File: src/rtl/evhs_pkg.sv
package evhs_pkg;

  localparam logic [15:0] TPID_RESET = 16'h8100;
  localparam logic [11:0] VID_MASK   = 12'h0FFF;

  localparam int unsigned QUEUE_DEPTH_DEFAULT = 2;

  // Header byte positions
  localparam logic [4:0] POS_SMAC_START = 5'd6;
  localparam logic [4:0] POS_TYPE_START = 5'd12;
  localparam logic [4:0] POS_TYPE0_END  = 5'd13;
  localparam logic [4:0] POS_TCI0_END   = 5'd15;
  localparam logic [4:0] POS_TYPE1_END  = 5'd17;
  localparam logic [4:0] POS_TCI1_END   = 5'd19;
  localparam logic [4:0] POS_TYPE2_END  = 5'd21;

  localparam logic [1:0] MAX_TAGS = 2'd2;

  localparam logic KIND_PAYLOAD = 1'b0;
  localparam logic KIND_SUMMARY = 1'b1;

  localparam logic STATUS_OK    = 1'b0;
  localparam logic STATUS_TRUNC = 1'b1;

  typedef struct packed {
    logic        item_kind;
    logic [7:0]  payload_byte;
    logic        payload_last;
    logic [47:0] dest_mac;
    logic [47:0] source_mac_addr;
    logic [11:0] outer_vid;
    logic [11:0] inner_vid;
    logic [15:0] payload_type;
    logic [1:0]  tags_seen;
    logic        parse_status;
  } out_item_t;

endpackage

File: src/rtl/evhs_if.sv
interface evhs_in_if;
  logic       valid;
  logic       ready;
  logic [7:0] frame_byte;
  logic       frame_end;

  modport source (output valid, frame_byte, frame_end, input ready);
  modport sink (input valid, frame_byte, frame_end, output ready);
endinterface

interface evhs_out_if;
  logic        valid;
  logic        ready;
  logic        item_kind;
  logic [7:0]  payload_byte;
  logic        payload_last;
  logic [47:0] dest_mac;
  logic [47:0] source_mac_addr;
  logic [11:0] outer_vid;
  logic [11:0] inner_vid;
  logic [15:0] payload_type;
  logic [1:0]  tags_seen;
  logic        parse_status;

  modport source (output valid, item_kind, payload_byte, payload_last, dest_mac,
                  source_mac_addr, outer_vid, inner_vid, payload_type, tags_seen,
                  parse_status, input ready);
  modport sink (input valid, item_kind, payload_byte, payload_last, dest_mac,
                source_mac_addr, outer_vid, inner_vid, payload_type, tags_seen,
                parse_status, output ready);
endinterface

interface evhs_cfg_if;
  logic        valid;
  logic        ready;
  logic [15:0] data;

  modport source (output valid, data, input ready);
  modport sink (input valid, data, output ready);
endinterface

File: src/rtl/evhs_front.sv
module evhs_front (
  input  logic                clk,
  input  logic                rst,
  evhs_in_if.sink             frame_in,
  evhs_cfg_if.sink            cfg,
  output evhs_pkg::out_item_t push_item,
  output logic                push_valid,
  input  logic                push_ready
);
  import evhs_pkg::*;

  logic [15:0] tag_protocol_id;
  logic [4:0]  byte_position;
  logic        in_payload;
  logic [47:0] dest_mac_reg;
  logic [47:0] source_mac_reg;
  logic [15:0] type_shift;
  logic [11:0] outer_vid_reg;
  logic [11:0] inner_vid_reg;
  logic [1:0]  tag_count;

  logic [47:0] dest_mac_next;
  logic [47:0] source_mac_next;
  logic [15:0] type_next;
  logic [11:0] outer_vid_next;
  logic [11:0] inner_vid_next;
  logic [1:0]  tag_count_next;
  logic        type_check;
  logic        done;
  logic        accept;

  assign cfg.ready      = 1'b1;
  assign frame_in.ready = push_ready;
  assign accept         = frame_in.valid & push_ready;

  always_ff @(posedge clk) begin
    if (rst) begin
      tag_protocol_id <= TPID_RESET;
    end else if (cfg.valid) begin
      tag_protocol_id <= cfg.data;
    end
  end

  always_comb begin
    dest_mac_next   = dest_mac_reg;
    source_mac_next = source_mac_reg;
    type_next       = type_shift;
    outer_vid_next  = outer_vid_reg;
    inner_vid_next  = inner_vid_reg;
    tag_count_next  = tag_count;
    type_check      = 1'b0;
    if (byte_position < POS_SMAC_START) begin
      dest_mac_next = {dest_mac_reg[39:0], frame_in.frame_byte};
    end else if (byte_position < POS_TYPE_START) begin
      source_mac_next = {source_mac_reg[39:0], frame_in.frame_byte};
    end else begin
      type_next = {type_shift[7:0], frame_in.frame_byte};
      if (byte_position == POS_TCI0_END) begin
        outer_vid_next = type_next[11:0] & VID_MASK;
        tag_count_next = 2'd1;
      end else if (byte_position == POS_TCI1_END) begin
        inner_vid_next = type_next[11:0] & VID_MASK;
        tag_count_next = MAX_TAGS;
      end else if (byte_position == POS_TYPE0_END || byte_position == POS_TYPE1_END ||
                   byte_position == POS_TYPE2_END) begin
        type_check = 1'b1;
      end
    end
  end

  // A tag follows only while the ethertype matches and a tag slot is left
  assign done = !in_payload && type_check &&
                !(type_next == tag_protocol_id && tag_count < MAX_TAGS);

  always_comb begin
    push_valid = accept & (in_payload | done | frame_in.frame_end);
    push_item  = '0;
    if (in_payload) begin
      push_item.item_kind    = KIND_PAYLOAD;
      push_item.payload_byte = frame_in.frame_byte;
      push_item.payload_last = frame_in.frame_end;
    end else begin
      push_item.item_kind       = KIND_SUMMARY;
      push_item.payload_last    = done ? frame_in.frame_end : 1'b1;
      push_item.dest_mac        = dest_mac_next;
      push_item.source_mac_addr = source_mac_next;
      push_item.outer_vid       = outer_vid_next;
      push_item.inner_vid       = inner_vid_next;
      push_item.payload_type    = done ? type_next : 16'd0;
      push_item.tags_seen       = tag_count_next;
      push_item.parse_status    = done ? STATUS_OK : STATUS_TRUNC;
    end
  end

  always_ff @(posedge clk) begin
    if (rst) begin
      byte_position  <= '0;
      in_payload     <= 1'b0;
      dest_mac_reg   <= '0;
      source_mac_reg <= '0;
      type_shift     <= '0;
      outer_vid_reg  <= '0;
      inner_vid_reg  <= '0;
      tag_count      <= '0;
    end else if (accept) begin
      if (frame_in.frame_end) begin
        // Clear everything so the next transaction starts a new frame
        byte_position  <= '0;
        in_payload     <= 1'b0;
        dest_mac_reg   <= '0;
        source_mac_reg <= '0;
        type_shift     <= '0;
        outer_vid_reg  <= '0;
        inner_vid_reg  <= '0;
        tag_count      <= '0;
      end else if (!in_payload) begin
        if (done) begin
          in_payload <= 1'b1;
        end else begin
          byte_position <= byte_position + 5'd1;
        end
        dest_mac_reg   <= dest_mac_next;
        source_mac_reg <= source_mac_next;
        type_shift     <= type_next;
        outer_vid_reg  <= outer_vid_next;
        inner_vid_reg  <= inner_vid_next;
        tag_count      <= tag_count_next;
      end
    end
  end

endmodule

File: src/rtl/evhs_queue.sv
module evhs_queue #(
  parameter int unsigned DEPTH = evhs_pkg::QUEUE_DEPTH_DEFAULT
) (
  input  logic                clk,
  input  logic                rst,
  input  evhs_pkg::out_item_t push_item,
  input  logic                push_valid,
  output logic                push_ready,
  output evhs_pkg::out_item_t pop_item,
  output logic                pop_valid,
  input  logic                pop_ready
);
  import evhs_pkg::*;

  localparam int unsigned IDX_W = (DEPTH > 1) ? $clog2(DEPTH) : 1;
  localparam int unsigned CNT_W = $clog2(DEPTH + 1);

  out_item_t        mem [DEPTH];
  logic [IDX_W-1:0] wr_ptr;
  logic [IDX_W-1:0] rd_ptr;
  logic [CNT_W-1:0] count;
  logic             do_push;
  logic             do_pop;

  assign push_ready = (count != CNT_W'(DEPTH));
  assign pop_valid  = (count != '0);
  assign pop_item   = mem[rd_ptr];
  assign do_push    = push_valid & push_ready;
  assign do_pop     = pop_valid & pop_ready;

  always_ff @(posedge clk) begin
    if (do_push) begin
      mem[wr_ptr] <= push_item;
    end
  end

  always_ff @(posedge clk) begin
    if (rst) begin
      wr_ptr <= '0;
      rd_ptr <= '0;
      count  <= '0;
    end else begin
      if (do_push) begin
        wr_ptr <= (wr_ptr == IDX_W'(DEPTH - 1)) ? '0 : wr_ptr + IDX_W'(1);
      end
      if (do_pop) begin
        rd_ptr <= (rd_ptr == IDX_W'(DEPTH - 1)) ? '0 : rd_ptr + IDX_W'(1);
      end
      if (do_push && !do_pop) begin
        count <= count + CNT_W'(1);
      end else if (do_pop && !do_push) begin
        count <= count - CNT_W'(1);
      end
    end
  end

endmodule

File: src/rtl/evhs_back.sv
module evhs_back (
  input  logic                clk,
  input  logic                rst,
  input  evhs_pkg::out_item_t pop_item,
  input  logic                pop_valid,
  output logic                pop_ready,
  evhs_out_if.source          item_out
);
  import evhs_pkg::*;

  out_item_t out_reg;
  logic      out_valid;

  // Load a new transaction whenever the output register is empty or draining
  assign pop_ready = !out_valid || item_out.ready;

  always_ff @(posedge clk) begin
    if (rst) begin
      out_valid <= 1'b0;
    end else if (pop_ready) begin
      out_valid <= pop_valid;
    end
  end

  always_ff @(posedge clk) begin
    if (pop_ready && pop_valid) begin
      out_reg <= pop_item;
    end
  end

  assign item_out.valid           = out_valid;
  assign item_out.item_kind       = out_reg.item_kind;
  assign item_out.payload_byte    = out_reg.payload_byte;
  assign item_out.payload_last    = out_reg.payload_last;
  assign item_out.dest_mac        = out_reg.dest_mac;
  assign item_out.source_mac_addr = out_reg.source_mac_addr;
  assign item_out.outer_vid       = out_reg.outer_vid;
  assign item_out.inner_vid       = out_reg.inner_vid;
  assign item_out.payload_type    = out_reg.payload_type;
  assign item_out.tags_seen       = out_reg.tags_seen;
  assign item_out.parse_status    = out_reg.parse_status;

endmodule

File: src/rtl/ethernet_vlan_header_stripper_top.sv
// Channel    Dir  Payload
// frame_in   in   frame_byte[7:0], frame_end
// item_out   out  item_kind, payload_byte, payload_last, MACs, VLAN ids, type, status
// cfg        in   data[15:0] -> tag protocol id
//
// One frame byte is accepted per cycle while the queue is not full; the parser front end
// updates its header registers while in the header and pushes at most one transaction into the queue.
// A result reaches item_out through the queue and then the output register.
// Synchronous reset clears the header state, the queue and the output register and
// loads the tag protocol id with 0x8100. Back-pressure on item_out fills the queue,
// and frame_in.ready drops only when the queue is full.
module ethernet_vlan_header_stripper_top #(
  parameter int unsigned QUEUE_DEPTH = evhs_pkg::QUEUE_DEPTH_DEFAULT
) (
  input  logic        clk,
  input  logic        rst,
  evhs_in_if.sink     frame_in,
  evhs_cfg_if.sink    cfg,
  evhs_out_if.source  item_out
);
  import evhs_pkg::*;

  out_item_t push_item;
  logic      push_valid;
  logic      push_ready;
  out_item_t pop_item;
  logic      pop_valid;
  logic      pop_ready;

  evhs_front u_front (
    .clk        (clk),
    .rst        (rst),
    .frame_in   (frame_in),
    .cfg        (cfg),
    .push_item  (push_item),
    .push_valid (push_valid),
    .push_ready (push_ready)
  );

  evhs_queue #(
    .DEPTH (QUEUE_DEPTH)
  ) u_queue (
    .clk        (clk),
    .rst        (rst),
    .push_item  (push_item),
    .push_valid (push_valid),
    .push_ready (push_ready),
    .pop_item   (pop_item),
    .pop_valid  (pop_valid),
    .pop_ready  (pop_ready)
  );

  evhs_back u_back (
    .clk       (clk),
    .rst       (rst),
    .pop_item  (pop_item),
    .pop_valid (pop_valid),
    .pop_ready (pop_ready),
    .item_out  (item_out)
  );

endmodule
File: src/flat_wrapper.sv
// flat-port wrapper written by rule: the top's interface ports become plain ports
module ethernet_vlan_header_stripper_top_flat import evhs_pkg::*;
#(
  parameter int unsigned QUEUE_DEPTH = evhs_pkg::QUEUE_DEPTH_DEFAULT
)
  (clk, rst, frame_in_valid, frame_in_frame_byte, frame_in_frame_end, frame_in_ready, cfg_valid, cfg_data, cfg_ready, item_out_valid, item_out_item_kind, item_out_payload_byte, item_out_payload_last, item_out_dest_mac, item_out_source_mac_addr, item_out_outer_vid, item_out_inner_vid, item_out_payload_type, item_out_tags_seen, item_out_parse_status, item_out_ready);
  evhs_in_if frame_in_i ();
  evhs_cfg_if cfg_i ();
  evhs_out_if item_out_i ();
  input  logic clk;
  input  logic rst;
  input wire logic [$bits(frame_in_i.valid)-1:0] frame_in_valid;
  input wire logic [$bits(frame_in_i.frame_byte)-1:0] frame_in_frame_byte;
  input wire logic [$bits(frame_in_i.frame_end)-1:0] frame_in_frame_end;
  output wire logic [$bits(frame_in_i.ready)-1:0] frame_in_ready;
  input wire logic [$bits(cfg_i.valid)-1:0] cfg_valid;
  input wire logic [$bits(cfg_i.data)-1:0] cfg_data;
  output wire logic [$bits(cfg_i.ready)-1:0] cfg_ready;
  output wire logic [$bits(item_out_i.valid)-1:0] item_out_valid;
  output wire logic [$bits(item_out_i.item_kind)-1:0] item_out_item_kind;
  output wire logic [$bits(item_out_i.payload_byte)-1:0] item_out_payload_byte;
  output wire logic [$bits(item_out_i.payload_last)-1:0] item_out_payload_last;
  output wire logic [$bits(item_out_i.dest_mac)-1:0] item_out_dest_mac;
  output wire logic [$bits(item_out_i.source_mac_addr)-1:0] item_out_source_mac_addr;
  output wire logic [$bits(item_out_i.outer_vid)-1:0] item_out_outer_vid;
  output wire logic [$bits(item_out_i.inner_vid)-1:0] item_out_inner_vid;
  output wire logic [$bits(item_out_i.payload_type)-1:0] item_out_payload_type;
  output wire logic [$bits(item_out_i.tags_seen)-1:0] item_out_tags_seen;
  output wire logic [$bits(item_out_i.parse_status)-1:0] item_out_parse_status;
  input wire logic [$bits(item_out_i.ready)-1:0] item_out_ready;
  assign frame_in_i.valid = frame_in_valid;
  assign frame_in_i.frame_byte = frame_in_frame_byte;
  assign frame_in_i.frame_end = frame_in_frame_end;
  assign frame_in_ready = frame_in_i.ready;
  assign cfg_i.valid = cfg_valid;
  assign cfg_i.data = cfg_data;
  assign cfg_ready = cfg_i.ready;
  assign item_out_valid = item_out_i.valid;
  assign item_out_item_kind = item_out_i.item_kind;
  assign item_out_payload_byte = item_out_i.payload_byte;
  assign item_out_payload_last = item_out_i.payload_last;
  assign item_out_dest_mac = item_out_i.dest_mac;
  assign item_out_source_mac_addr = item_out_i.source_mac_addr;
  assign item_out_outer_vid = item_out_i.outer_vid;
  assign item_out_inner_vid = item_out_i.inner_vid;
  assign item_out_payload_type = item_out_i.payload_type;
  assign item_out_tags_seen = item_out_i.tags_seen;
  assign item_out_parse_status = item_out_i.parse_status;
  assign item_out_i.ready = item_out_ready;
  ethernet_vlan_header_stripper_top #(.QUEUE_DEPTH(QUEUE_DEPTH)) u_core (.clk(clk), .rst(rst), .frame_in(frame_in_i), .cfg(cfg_i), .item_out(item_out_i));
endmodule
File: config.mk
export PLATFORM = sky130hd
export DESIGN_NAME = ethernet_vlan_header_stripper_top_flat
export DESIGN_NICKNAME = d
export VERILOG_FILES = /design/src/rtl/evhs_pkg.sv /design/src/rtl/evhs_if.sv /design/src/rtl/evhs_front.sv /design/src/rtl/evhs_queue.sv /design/src/rtl/evhs_back.sv /design/src/rtl/ethernet_vlan_header_stripper_top.sv /design/src/flat_wrapper.sv
export SDC_FILE = /design/constraint.sdc
export NUM_CORES = 1
export LEC_CHECK = 0
export BUFFER_PORTS_ARGS = -buffer_cell sky130_fd_sc_hd__buf_2
export CAP_MARGIN = 20
export CORE_UTILIZATION = 55
export CTS_BUF_LIST = sky130_fd_sc_hd__clkbuf_8
export DETAILED_ROUTE_END_ITERATION = 7
export GPL_ROUTABILITY_DRIVEN = 0
export HOLD_SLACK_MARGIN = 0.15
export PLACE_DENSITY = 0.82
export SYNTH_ARGS = -nofsm -noshare
export SYNTH_HDL_FRONTEND = slang
export SYNTH_SLANG_ARGS = --single-unit
File: constraint.sdc
create_clock -name clk -period 10.03 [get_ports clk]
set_input_delay 1.5045 -clock clk [delete_from_list [all_inputs] [get_ports clk]]
set_output_delay 1.5045 -clock clk [all_outputs]
set_load 0.02 [all_outputs]
==> results.txt <==
- Wire length of the first global-routing pass: 79,670 um
- Worst Path Max Fanout: 70
* Clock H-tree levels: 3
* Max reg flops: 298
* Initial antenna violation count: 3
* Pin count of the biggest net entering global routing: 99
- Power spread over the standard cell area amounts to 242.8 nW/um2.
- # hold bufs at CTS: 0
- Violation count after the first detailed-routing iteration: ~1.6k
- Critical path startpoint category: flop
- At the pin with the least slew margin, the transition time is 0.9991 ns.
- Maximum single-stage delay on the critical path: between 0.8 and 0.9 ns
* Buffer count from post-CTS setup fixing: 0
- After clock tree synthesis, the clock-pin slew on the worst setup and hold paths is 0.07 ns.
* Max-cap viol count: 0
- Seq cells post-synth: 612
* Number of nets at the end of the flow: 1,949
- In this run, distinct cell masters in the synthesized netlist total 53.
* Maximum vdd ir drop: 157.9 uV
- Post-detailed-placement half-perimeter wirelength: 30,630 um
- Number of search-and-repair iterations in the first detailed-routing pass: 6
- Cells after synthesis: 1,742
- The biggest area contributor in the post-synthesis netlist is sky130_fd_sc_hd__edfxtp_1.
- In the synthesized netlist the async set-or-reset flop fraction comes to 0%.
- Buffers placed on the I/O ports in this run total 180.
- The number of nets in the synthesized netlist is around 1.8k.
- The worst pin sits at a relative slew slack of 33.39%.
- After detailed routing, the number of vias per cell comes to 5.807.
- The worst path needs 4.465 ns of the cycle, external delays included.
* Final setup violation count: 0
* Cell Area, Synth: 23,400 um2
- Leakage power: 0.009328 uW
- Worst endpoint required time: 10.27 ns
- Of the available clock period, the critical path in the final layout requires 44.51%.
* Number of antenna-violating nets in the routed design: 0
* Top area cells in the synthesized netlist: sky130_fd_sc_hd__edfxtp_1, sky130_fd_sc_hd__dfxtp_1, sky130_fd_sc_hd__mux2_2
* Worst Setup End Kind: flop
- Mean cell area of the mapped netlist: around 13 um2
- Final-report max-slew violation count: 0
- Share of the synthesized area in the top cell type: 57.37%
* Main flop type after synthesis: sky130_fd_sc_hd__edfxtp_1
- In this run the worst hold path is classified as flop to flop.
* Register with the highest flop count: u_core.u_queue.mem
* Summed negative setup slack over all endpoints: 0 ns
- Clock tree synthesis selected as its root buffer the cell sky130_fd_sc_hd__clkbuf_8.
- Register area share after synthesis: between 70% and 80%
* Initial core utilization: between 50% and 60%
* Overall die area: 43,370 um2
* Via count of the routed design: 14.72k
- Insertion delay of the later-clocked pin in the worst-skew pair: about 0.65 ns
* Number of flops mapped to enable cells by yosys: 447
* Maximum buffer depth of the clock tree: 3
- Global route total overflow: 0
* Wire length per cell: 20.19 um
- Critical path, cell by cell: a21o_1, mux2i_4, a22o_1, or4_4, o31ai_2, a21oi_1, and2_4, buf_4
* Number of design rule violations left after detail routing: 0
- Via count of the first global-routing pass: 14.42k
* Core region area: 41,950 um2
- Row generation in the floorplan step produced 75 rows.
- Yosys warning total: 0
- Synth top cells by count: sky130_fd_sc_hd__edfxtp_1, sky130_fd_sc_hd__nand2_1, sky130_fd_sc_hd__nor2_1
- TritonCTS clock tree: done
- TritonCTS Sinks: a little over 600
- The area growth from synthesis to layout is 13.50%.
* Width of the chip: 208.3 um
- Setup repair after global routing missed its margin: no
* Final Hold Fails: 0
* Start-to-end type of the worst setup path: flop to flop
* Critical-path top delay cell: sky130_fd_sc_hd__a21o_1
- Cells with a size suffix above 1 make up between 20 and 25% of the layout.
- Total CTS buffers: 91
- Number of gates given a new drive strength after cts: 0
- Most common cell in the synthesized netlist: sky130_fd_sc_hd__edfxtp_1
- After detailed placement, the design holds a cell count of 2,356.
- The count of cells in the finished layout, fillers not included, comes to 2,534.
* Peak Freq: 224.0 MHz
- Fin Clk Skew: 0.03685 ns
* Height of the chip: 208.3 um
- STA puts the critical path data arrival time at 4.71 ns.
* Result of the run: completed
* Total wirelength of the detailed-routed design: 51,170 um
* I/O pin count: 182
- Global routing used a little under a quarter of the available tracks.
-- cells in the final DEF, fill, tap and decap left out, types with 2 or more instances in the layout --
cell type                   instances
sky130_fd_sc_hd__a21o_1             2
sky130_fd_sc_hd__a21oi_1          129
sky130_fd_sc_hd__a21oi_2            2
sky130_fd_sc_hd__a222oi_1           2
sky130_fd_sc_hd__a22oi_1          136
sky130_fd_sc_hd__and2_1             8
sky130_fd_sc_hd__buf_16             3
sky130_fd_sc_hd__buf_2            179
sky130_fd_sc_hd__buf_4             22
sky130_fd_sc_hd__bufinv_16          2
sky130_fd_sc_hd__clkbuf_8         102
sky130_fd_sc_hd__clkinv_1          11
sky130_fd_sc_hd__clkinv_2          13
sky130_fd_sc_hd__dfxtp_1          163
sky130_fd_sc_hd__dfxtp_4            2
sky130_fd_sc_hd__diode_2            2
sky130_fd_sc_hd__edfxtp_1         447
sky130_fd_sc_hd__ha_1               4
sky130_fd_sc_hd__inv_1             55
sky130_fd_sc_hd__inv_8              2
sky130_fd_sc_hd__mux2_2           149
sky130_fd_sc_hd__mux2i_1           33
sky130_fd_sc_hd__nand2_1          252
sky130_fd_sc_hd__nand2b_1           6
sky130_fd_sc_hd__nand3_1            4
sky130_fd_sc_hd__nand4_1            3
sky130_fd_sc_hd__nor2_1           184
sky130_fd_sc_hd__nor2_4             3
sky130_fd_sc_hd__nor2b_1            4
sky130_fd_sc_hd__nor3_1             5
sky130_fd_sc_hd__o211ai_1           2
sky130_fd_sc_hd__o21ai_0           10
sky130_fd_sc_hd__o221ai_1           2
sky130_fd_sc_hd__o22ai_1            3
sky130_fd_sc_hd__o32ai_1            2
sky130_fd_sc_hd__or3_1              2
sky130_fd_sc_hd__xnor2_1           10
sky130_fd_sc_hd__xor2_1             7
-- area by class of cell --
cell class,count,area [um2]
fill,2999,15390
sequential,612,16730
clock inverter,69,346.6
timing repair buffer,205,1164
clock buffer,102,1404
inverter,16,65.06
tap,539,674.4
antenna,2,5.005
multi-input combinational,989,6166
-- critical path: cells and delay by family, from the launching register on --
family	cells	cell delay, ns
DFF	1	0.56
muxes	1	0.39
buffers and inverters	1	0.83
AOI/OAI and AO/OA	4	1.56
and+or+nand+nor	2	0.63
-- metal layers --
metal / vias to the layer above / GRT usage [%] / wire, um
met2: 675 / 37.68 / 24830
li1: 6694 / - / -
met5: - / 0 / 13
met3: 133 / 4.453 / 3768
met4: 2 / 10.01 / 1762
met1: 7212 / 31.72 / 20800
-- final timing paths --
path | startpoint | endpoint | slack [ns] | cells past startpoint
worst max-delay path | u_core.u_front.byte_position[3] | u_core.u_queue.mem[1][81] | 5.57 | 8
worst max register to register | u_core.u_front.byte_position[3] | u_core.u_queue.mem[1][81] | 5.57 | 8
worst min-delay path | u_core.u_front.outer_vid_reg[3] | u_core.u_front.outer_vid_reg[3] | 0.50 | 2
worst min register to register | u_core.u_front.outer_vid_reg[3] | u_core.u_front.outer_vid_reg[3] | 0.50 | 2
-- through the flow --
stage | worst slack [ns] | cell area (um2) | power [uW] | utilization [%] | hold slack [ns]
6_report | 5.565 | 26560 | 6448 | 63.31 | 0.4996
5_1_grt | 5.344 | 26560 | 6693 | 63.31 | 0.5240
4_1_cts | 5.130 | 26440 | 6498 | 63.04 | 0.5019
3_5_place_dp | 4.720 | 24690 | 4590 | 58.87 | 0.4818
3_3_place_gp | 4.872 | 24690 | 4573 | 58.87 | 0.4725
2_1_floorplan | 0.3075 | 23400 | 4182 | - | 0.4571
-- cell families after synthesis --
kind of cell	Yosys count	share of synthesized area, %
DFF	612	71.48
muxes	184	8.727
and+or+nand+nor	479	8.123
other	1	0.01603
buffers and inverters	141	2.406
adders and majority gates	4	0.2139
AOI/OAI and AO/OA	304	8.395
xor gates and xnor gates	17	0.6363
-- where the power goes --
group / switching (uW) / total, uW / leakage (uW) / internal (uW)
sequential: 144 / 3340 / 0.00556 / 3190
clock: 925 / 1910 / 0.00106 / 988
combinational: 812 / 1200 / 0.00272 / 385
total: 1880 / 6450 / 0.00933 / 4570
Note: power is estimated with default switching activity, not from simulation.
